File: src/rtl/bfdh_pkg.sv
`default_nettype none

package bfdh_pkg;

   // filter geometry
   localparam int MAX_BITS    = 65536;
   localparam int MAX_PROBES  = 16;
   localparam int SIZE_W      = $clog2(MAX_BITS) + 1;
   localparam int IDX_W       = $clog2(MAX_BITS);
   localparam int PROBE_W     = $clog2(MAX_PROBES) + 1;
   localparam int PROBE_SEL_W = $clog2(MAX_PROBES);
   localparam int TINY_LIMIT  = 2;

   // bit store organized as wide rows
   localparam int ROW_W      = 64;
   localparam int ROWS       = MAX_BITS / ROW_W;
   localparam int ROW_ADDR_W = $clog2(ROWS);
   localparam int BIT_SEL_W  = $clog2(ROW_W);

   // hashes and counters
   localparam int HASH_W  = 64;
   localparam int COUNT_W = 32;
   localparam int HCNT_W  = 5;
   localparam int CUBE_W  = 12;

   // modulo unit: bits retired per cycle
   localparam int DIV_STEP   = 4;
   localparam int DIV_ITERS  = HASH_W / DIV_STEP;
   localparam int DIV_CNT_W  = $clog2(DIV_ITERS);

   // config port
   localparam int CSR_INDEX_W = 4;
   localparam logic [CSR_INDEX_W-1:0] REG_BIT_COUNT  = CSR_INDEX_W'(0);
   localparam logic [CSR_INDEX_W-1:0] REG_HASH_COUNT = CSR_INDEX_W'(1);

   // opcodes
   localparam logic OP_LOOKUP = 1'b0;
   localparam logic OP_INSERT = 1'b1;

   // stream widths
   localparam int REQ_DATA_W = 136;
   localparam int RSP_DATA_W = 56;

   // status of the modulo unit
   typedef struct packed {
      logic busy;
      logic done;
   } bfdh_mod_status_type;

   // access to the bit store
   typedef struct packed {
      logic                  rd_en;
      logic                  wr_en;
      logic [ROW_ADDR_W-1:0] addr;
      logic [ROW_W-1:0]      wdata;
   } bfdh_mem_req_type;

   // cubic term of the probe sequence, probe index at most 15
   function automatic logic [CUBE_W-1:0] probe_cube(input logic [PROBE_SEL_W-1:0] i);
      logic [CUBE_W-1:0] w;
      w = CUBE_W'(i);
      return CUBE_W'(w * w * w);
   endfunction

endpackage

`default_nettype wire

File: src/rtl/bfdh_mod.sv
`default_nettype none

module bfdh_mod (
   input  wire logic                          clock,
   input  wire logic                          reset,
   input  wire logic                          start,
   input  wire logic [bfdh_pkg::HASH_W-1:0]   dividend,
   input  wire logic [bfdh_pkg::SIZE_W-1:0]   divisor,
   output bfdh_pkg::bfdh_mod_status_type      status,
   output logic [bfdh_pkg::SIZE_W-1:0]        remainder
);

   logic [bfdh_pkg::HASH_W-1:0]    dvd_ff, dvd_in;
   logic [bfdh_pkg::SIZE_W-1:0]    dvs_ff;
   logic [bfdh_pkg::SIZE_W-1:0]    rem_ff, rem_in;
   logic [bfdh_pkg::DIV_CNT_W-1:0] cnt_ff;
   logic                           busy_ff;
   logic                           done_ff;

   // restoring remainder steps, several dividend bits per cycle
   always_comb begin
      logic [bfdh_pkg::SIZE_W:0]     t;
      logic [bfdh_pkg::SIZE_W-1:0]   r;
      logic [bfdh_pkg::HASH_W-1:0]   d;
      r = rem_ff;
      d = dvd_ff;
      for (int k = 0; k < bfdh_pkg::DIV_STEP; k++) begin
         t = {r, d[bfdh_pkg::HASH_W-1]};
         d = {d[bfdh_pkg::HASH_W-2:0], 1'b0};
         if (t >= {1'b0, dvs_ff}) begin
            t = t - {1'b0, dvs_ff};
         end
         r = t[bfdh_pkg::SIZE_W-1:0];
      end
      rem_in = r;
      dvd_in = d;
   end

   // iteration control
   always_ff @(posedge clock) begin
      if (reset) begin
         busy_ff <= 1'b0;
         done_ff <= 1'b0;
         cnt_ff  <= '0;
      end else begin
         if (start) begin
            busy_ff <= 1'b1;
            cnt_ff  <= '0;
            done_ff <= 1'b0;
         end else if (busy_ff) begin
            cnt_ff <= cnt_ff + 1'b1;
            if (cnt_ff == bfdh_pkg::DIV_CNT_W'(bfdh_pkg::DIV_ITERS - 1)) begin
               busy_ff <= 1'b0;
               done_ff <= 1'b1;
            end else begin
               done_ff <= 1'b0;
            end
         end else begin
            done_ff <= 1'b0;
         end
      end
   end

   // operand and partial remainder registers
   always_ff @(posedge clock) begin
      if (start) begin
         dvd_ff <= dividend;
         dvs_ff <= divisor;
         rem_ff <= '0;
      end else if (busy_ff) begin
         dvd_ff <= dvd_in;
         rem_ff <= rem_in;
      end
   end

   assign status.busy = busy_ff;
   assign status.done = done_ff;
   assign remainder   = rem_ff;

endmodule

`default_nettype wire

File: config.mk
export PLATFORM = sky130hd
export DESIGN_NAME = bfdh_mod
export DESIGN_NICKNAME = d
export VERILOG_FILES = /design/src/rtl/bfdh_pkg.sv /design/src/rtl/bfdh_mod.sv
export SDC_FILE = /design/constraint.sdc
export NUM_CORES = 1
export LEC_CHECK = 0
export BUFFER_PORTS_ARGS = -buffer_cell sky130_fd_sc_hd__buf_4
export CORE_UTILIZATION = 64
export CTS_CLUSTER_SIZE = 8
export DETAILED_ROUTE_END_ITERATION = 8
export PLACE_DENSITY = 0.95
export SLEW_MARGIN = 20
export SYNTH_ARGS = -nofsm -noshare
export SYNTH_HDL_FRONTEND = slang
export SYNTH_SLANG_ARGS = --single-unit
File: constraint.sdc
create_clock -name clock -period 20.5 [get_ports clock]
set_clock_uncertainty 0.15 [all_clocks]
set_input_delay 3.075 -clock clock [delete_from_list [all_inputs] [get_ports clock]]
set_output_delay 3.075 -clock clock [all_outputs]
set_load 0.02 [all_outputs]
## Word-level counts from Yosys, hierarchy flattened

Index checks and enable logic that the tools add are counted.

- Bits in registers: 104
- Output and inout port bits: 19
- Word-level logic and storage cells: 30

- $add $sub $neg: 5
- Magnitude comparators: 4
- Eq/ne operators: 1
- Muxes and demuxes: 10
- Bitwise gates (word level): 1
- Reductions and logical operators: 3

Operators with widths:

| kind | number |
|---|---|
| two-way mux 64 bit | 2 |
| >= comparator 18 x 17 -> 1 bit | 4 |
| two-way mux 17 bit | 4 |
| subtractor 17 bit | 4 |
| adder 4 x 1 -> 4 bit (second input constant) | 1 |
| == test 4 bit (second input constant) | 1 |
| two-way mux 1 bit | 4 |
| OR reduction 3 bit | 1 |
| nonzero test 2 bit | 1 |
| OR reduction 2 bit | 1 |
| inverter 1 bit | 1 |

## Depth between registers and ports, before layout

- Depth in word-level cells: 8
- Mapped depth: 47
- Mapped depth without buffers: 42

## Worst setup path before layout

No wires, ideal clock.

- Path type: register to register
- Start: reg dvd_ff[63] (netlist bit)
- End: reg rem_ff (netlist bit remainder[1])
- Setup time: 0.122 ns
- Data arrival time: 9.073 ns
- Data required time: 20.228 ns
- Setup slack: 11.155 ns
- Cell stages (with the launch flop): 46
- Buffers on the path: 6
- Clock period less this slack: 9.345 ns
- Path through: edfxtp_1 inv_1 ha_1 inv_1 fa_1 a211oi_1 o21a_1 o21a_2 a21oi_1 clkbuf_1 nand2_1 o21ai_0 fa_1 nand2b_1 a211oi_1 o22ai_1 a31oi_1 a21o_1 [10 not listed] nand3_1 o21a_1 buf_2 buf_4 nor2_1 a21oi_1 fa_1 a21o_1 a21oi_1 o21ai_0 a41oi_1 o22ai_1 nor3_1 o21bai_1 a311oi_4 buf_6 nor3_1 a311o_1

- Longest elaborated chain between the ends: 8
- Elaborated cells between the ends (all ways): 12
- Classes of those cells: add/sub: 4; order compare: 4; mux: 4

Ends and longest elaborated chain:

| what | line | source |
|---|---|---|
| from (decl) | bfdh_mod.sv:13 | `logic [bfdh_pkg::HASH_W-1:0] dvd_ff, dvd_in;` |
| from (signal assigned) | bfdh_mod.sv:67 | `dvd_ff <= dividend;` |
| from (signal assigned) | bfdh_mod.sv:71 | `dvd_ff <= dvd_in;` |
| subtractor 17 bit / >= comparator 18 x 17 -> 1 bit (equally long branches) | bfdh_mod.sv:31, bfdh_mod.sv:30 |  |
| two-way mux 17 bit (*) | bfdh_mod.sv:30 | `if (t >= {1'b0, dvs_ff}) begin` |
| subtractor 17 bit / >= comparator 18 x 17 -> 1 bit (equally long branches) | bfdh_mod.sv:31, bfdh_mod.sv:30 |  |
| two-way mux 17 bit (*) | bfdh_mod.sv:30 |  |
| >= comparator 18 x 17 -> 1 bit / subtractor 17 bit (equally long branches) | bfdh_mod.sv:30, bfdh_mod.sv:31 |  |
| two-way mux 17 bit (*) | bfdh_mod.sv:30 |  |
| subtractor 17 bit / >= comparator 18 x 17 -> 1 bit (equally long branches) | bfdh_mod.sv:31, bfdh_mod.sv:30 |  |
| two-way mux 17 bit (*) | bfdh_mod.sv:30 |  |
| to (signal assigned) | bfdh_mod.sv:72 | `rem_ff <= rem_in;` |
| to (decl) | bfdh_mod.sv:15 | `logic [bfdh_pkg::SIZE_W-1:0] rem_ff, rem_in;` |

Mark *: on every way between the ends. The rest lies on a longest branch, timed or not.
A chain may end at the register's enable or synchronous reset.

## Worst setup path after layout

- Start: reg dvs_ff[0] (netlist bit)
- End: reg rem_ff (netlist bit remainder[1])

- Longest elaborated chain between the ends: 8
- Elaborated cells between the ends (all ways): 12
- Classes of those cells: add/sub: 4; order compare: 4; mux: 4

Ends and longest elaborated chain:

| what | line | source |
|---|---|---|
| from (decl) | bfdh_mod.sv:14 | `logic [bfdh_pkg::SIZE_W-1:0] dvs_ff;` |
| from (signal assigned) | bfdh_mod.sv:68 | `dvs_ff <= divisor;` |
| subtractor 17 bit / >= comparator 18 x 17 -> 1 bit (equally long branches) | bfdh_mod.sv:31, bfdh_mod.sv:30 |  |
| two-way mux 17 bit | bfdh_mod.sv:30 |  |
| subtractor 17 bit / >= comparator 18 x 17 -> 1 bit (equally long branches) | bfdh_mod.sv:31, bfdh_mod.sv:30 |  |
| two-way mux 17 bit | bfdh_mod.sv:30 |  |
| >= comparator 18 x 17 -> 1 bit / subtractor 17 bit (equally long branches) | bfdh_mod.sv:30, bfdh_mod.sv:31 |  |
| two-way mux 17 bit | bfdh_mod.sv:30 |  |
| subtractor 17 bit / >= comparator 18 x 17 -> 1 bit (equally long branches) | bfdh_mod.sv:31, bfdh_mod.sv:30 |  |
| two-way mux 17 bit (*) | bfdh_mod.sv:30 |  |

Marks and branches as above.

==> impl_metrics.tcl <==
set metrics [dict create \
    relSlewSlack 0.368 \
    async_flop_share 0 \
    fmax_ghz 0.0893 \
    cp-startpoint "dvs_ff[0]" \
    slowest_delay_ns 0.66 \
    avgSynthCellArea_um2 10.1 \
    cp-start-kind "register" \
    cts_setup_buffers 0 \
    r2r_setup_slack_ns 9.30 \
    synth_edf_count 81 \
    wl_per_cell_um 20.1 \
    cts_buffers 9 \
    via_per_inst 6.35 \
    post-dp-hpwl_um 16100 \
    clock-root-buffer "clkbuf_16" \
    synthToLayoutAreaGrowth_pct 14.8 \
    synth.distinct_cells 69 \
    ys.flop_type "edfxtp_1" \
    path_max_fanout 18 \
    initial_core_util 0.664 \
    finalHoldViolCount 0 \
    worstReg2RegEnd "remainder[1]" \
    cts_tree "done" \
    hold_class "register to register" \
    yosysTopAreaCell "edfxtp_1" \
    wirelength_um 21300 \
    end_kind "register" \
    antenna_found_initial 0 \
    num_io_pins 103 \
    syn_inst 794 \
    grt_pass1_wl_um 33100 \
    yosys-top-cells-count "81 x edfxtp_1, 81 x mux2_2, 69 x ha_1, 61 x nor2_1, 46 x a21oi_1" \
    fin_setup_tns_ns 0 \
    endpoint "remainder[1]" \
    syn-num-nets 951 \
    htreeDepth 3 \
    drc 0 \
    rsz0062_at_grt "false" \
    core_um2 12100 \
    dieWidth_um 114 \
    period_share 0.546 \
    ff_latch_area_um2 2890 \
    synth-seq-cells 104 \
    fin_nets 1043 \
    drv_slew 0 \
    cts_buffer_depth 2 \
    reg2reg_depth 39 \
    via_count 6727 \
    layout-drive-gt1-share 0.245 \
    grt.total_usage 0.337 \
    numPortBuffers 102 \
    dp_slack_ns 9.33 \
    grt_pass1_vias 6658 \
    diodes 0 \
    cts.sinks 104 \
    ys_seq_area_frac 0.360 \
    multi_input_area_um2 4840 \
    critPathKind "register to register" \
    worstPathRequired_ns 20.59 \
    clock_latency_ns 0.36 \
    clkTransAtPathRegs_ns 0.07 \
    holdBufCountCts 0 \
    fin_crit_ns 11.20 \
    row_count 40 \
    yosysWarnings 0 \
    run_status "finished clean" \
    grt_overflow 0 \
    postLayoutCoreUtil 0.762 \
    synthTopCellsByArea "edfxtp_1 30%, mux2_2 11%, ha_1 11%" \
    firstDrtPassIters 7 \
    synth_area_um2 8040 \
    arrival_ns 11.29 \
    setup_viol 0 \
    gp_congestion 1.01 \
    maxCapViolCount 0 \
    cts_resized 0 \
    worst_pin_slew_ns 0.948 \
    die_h_um 114 \
    yosysTopAreaCellShare 0.303 \
    critPathSlowestCell "o21a_1" \
    r2r_start "dvs_ff[0]" \
    fillers 800 \
    setup_ws_ns 9.30 \
    drtIter0Drc 537 \
    antenna_left 0 \
    grt_max_degree 81 \
    dieArea_um2 13000 \
]
[flip-flops by register name, summed over array words and instances, names as in the netlist]
register / flops
remainder: 17
done_ff: 1
dvs_ff: 17
busy_ff: 1
cnt_ff: 4
dvd_ff: 64
[metrics by stage]
step                      cells  hold slack [ns]  area (µm²)
after floorplan             794            0.312        8040
after global placement     1042            0.339        8910
after detailed placement   1042            0.335        8910
after CTS                  1058            0.350        9220
after global routing       1059            0.401        9230
final                      1059            0.350        9230
[area by class of cell]
| class | instances | share of cell area |
|---|---|---|
| Tap cell | 168 | 0.0228 |
| Multi-Input combinational cell | 619 | 0.525 |
| Clock buffer | 10 | 0.0248 |
| Inverter | 45 | 0.0183 |
| Sequential cell | 104 | 0.314 |
| Clock inverter | 6 | 0.00854 |
| Timing Repair Buffer | 107 | 0.0875 |
[cells by family (layout without fill, tap and decap cells)]
| group | Yosys count | after routing | share of synthesized area |
|---|---|---|---|
| AO/OA/AOI/OAI | 202 | 202 | 0.172 |
| AND/OR/NAND/NOR | 189 | 189 | 0.115 |
| flip-flops | 104 | 104 | 0.360 |
| multiplexers | 103 | 103 | 0.141 |
| adder cells (fa/ha/maj) | 73 | 73 | 0.117 |
| buffers and inverters | 71 | 168 | 0.0380 |
| XOR/XNOR | 52 | 52 | 0.0567 |
[worst max-delay path, delay by kind of cell, from the launching register on]
kind / cells / cell delay [ns]
compound gates: 24 / 6.33
fa+ha+maj: 5 / 2.12
simple gates: 7 / 1.43
buf+inv: 3 / 0.53
flops: 1 / 0.47
[layer usage]
layer | up-vias | part of all wire | global-route usage | wire [µm]
met4 | 0 | 0.040 | 0.154 | 851
met5 | - | 0 | 0 | 0
met3 | 66 | 0.088 | 0.0746 | 1870
met2 | 330 | 0.49 | 0.577 | 10500
li1 | 3163 | - | - | -
met1 | 3168 | 0.38 | 0.404 | 8140
[cells in the final DEF (no fill, tap or decap), types with 9 or more instances in the layout]
cell type	synthesis	layout
o21bai_1	11	11
edfxtp_1	81	81
xnor2_1	38	38
o21ai_0	29	29
a211oi_1	18	18
a31oi_1	9	9
nor3_1	14	14
nand2_1	39	39
dfxtp_1	23	23
nor2_1	61	61
mux2i_1	19	19
xor2_1	14	14
ha_1	69	69
nand4_1	11	11
buf_4	3	106
a21oi_1	46	46
clkbuf_16	0	9
o21a_1	17	17
a21o_1	17	17
nand3_1	13	13
inv_1	45	45
mux2_2	81	81
[how the worst min path moves through the flow]
stage / start / end / slack (ns) / depth (start not counted)
global route: cnt_ff[3] / done_ff / 0.40 / 2
global placement: cnt_ff[3] / done_ff / 0.34 / 2
detailed placement: cnt_ff[3] / done_ff / 0.33 / 2
CTS: cnt_ff[3] / done_ff / 0.35 / 2
finish: cnt_ff[3] / done_ff / 0.35 / 2
floorplan: cnt_ff[3] / done_ff / 0.31 / 2
Power is not shown: default switching activity piles up to over one toggle a cycle in this logic, so the estimate is an artifact.
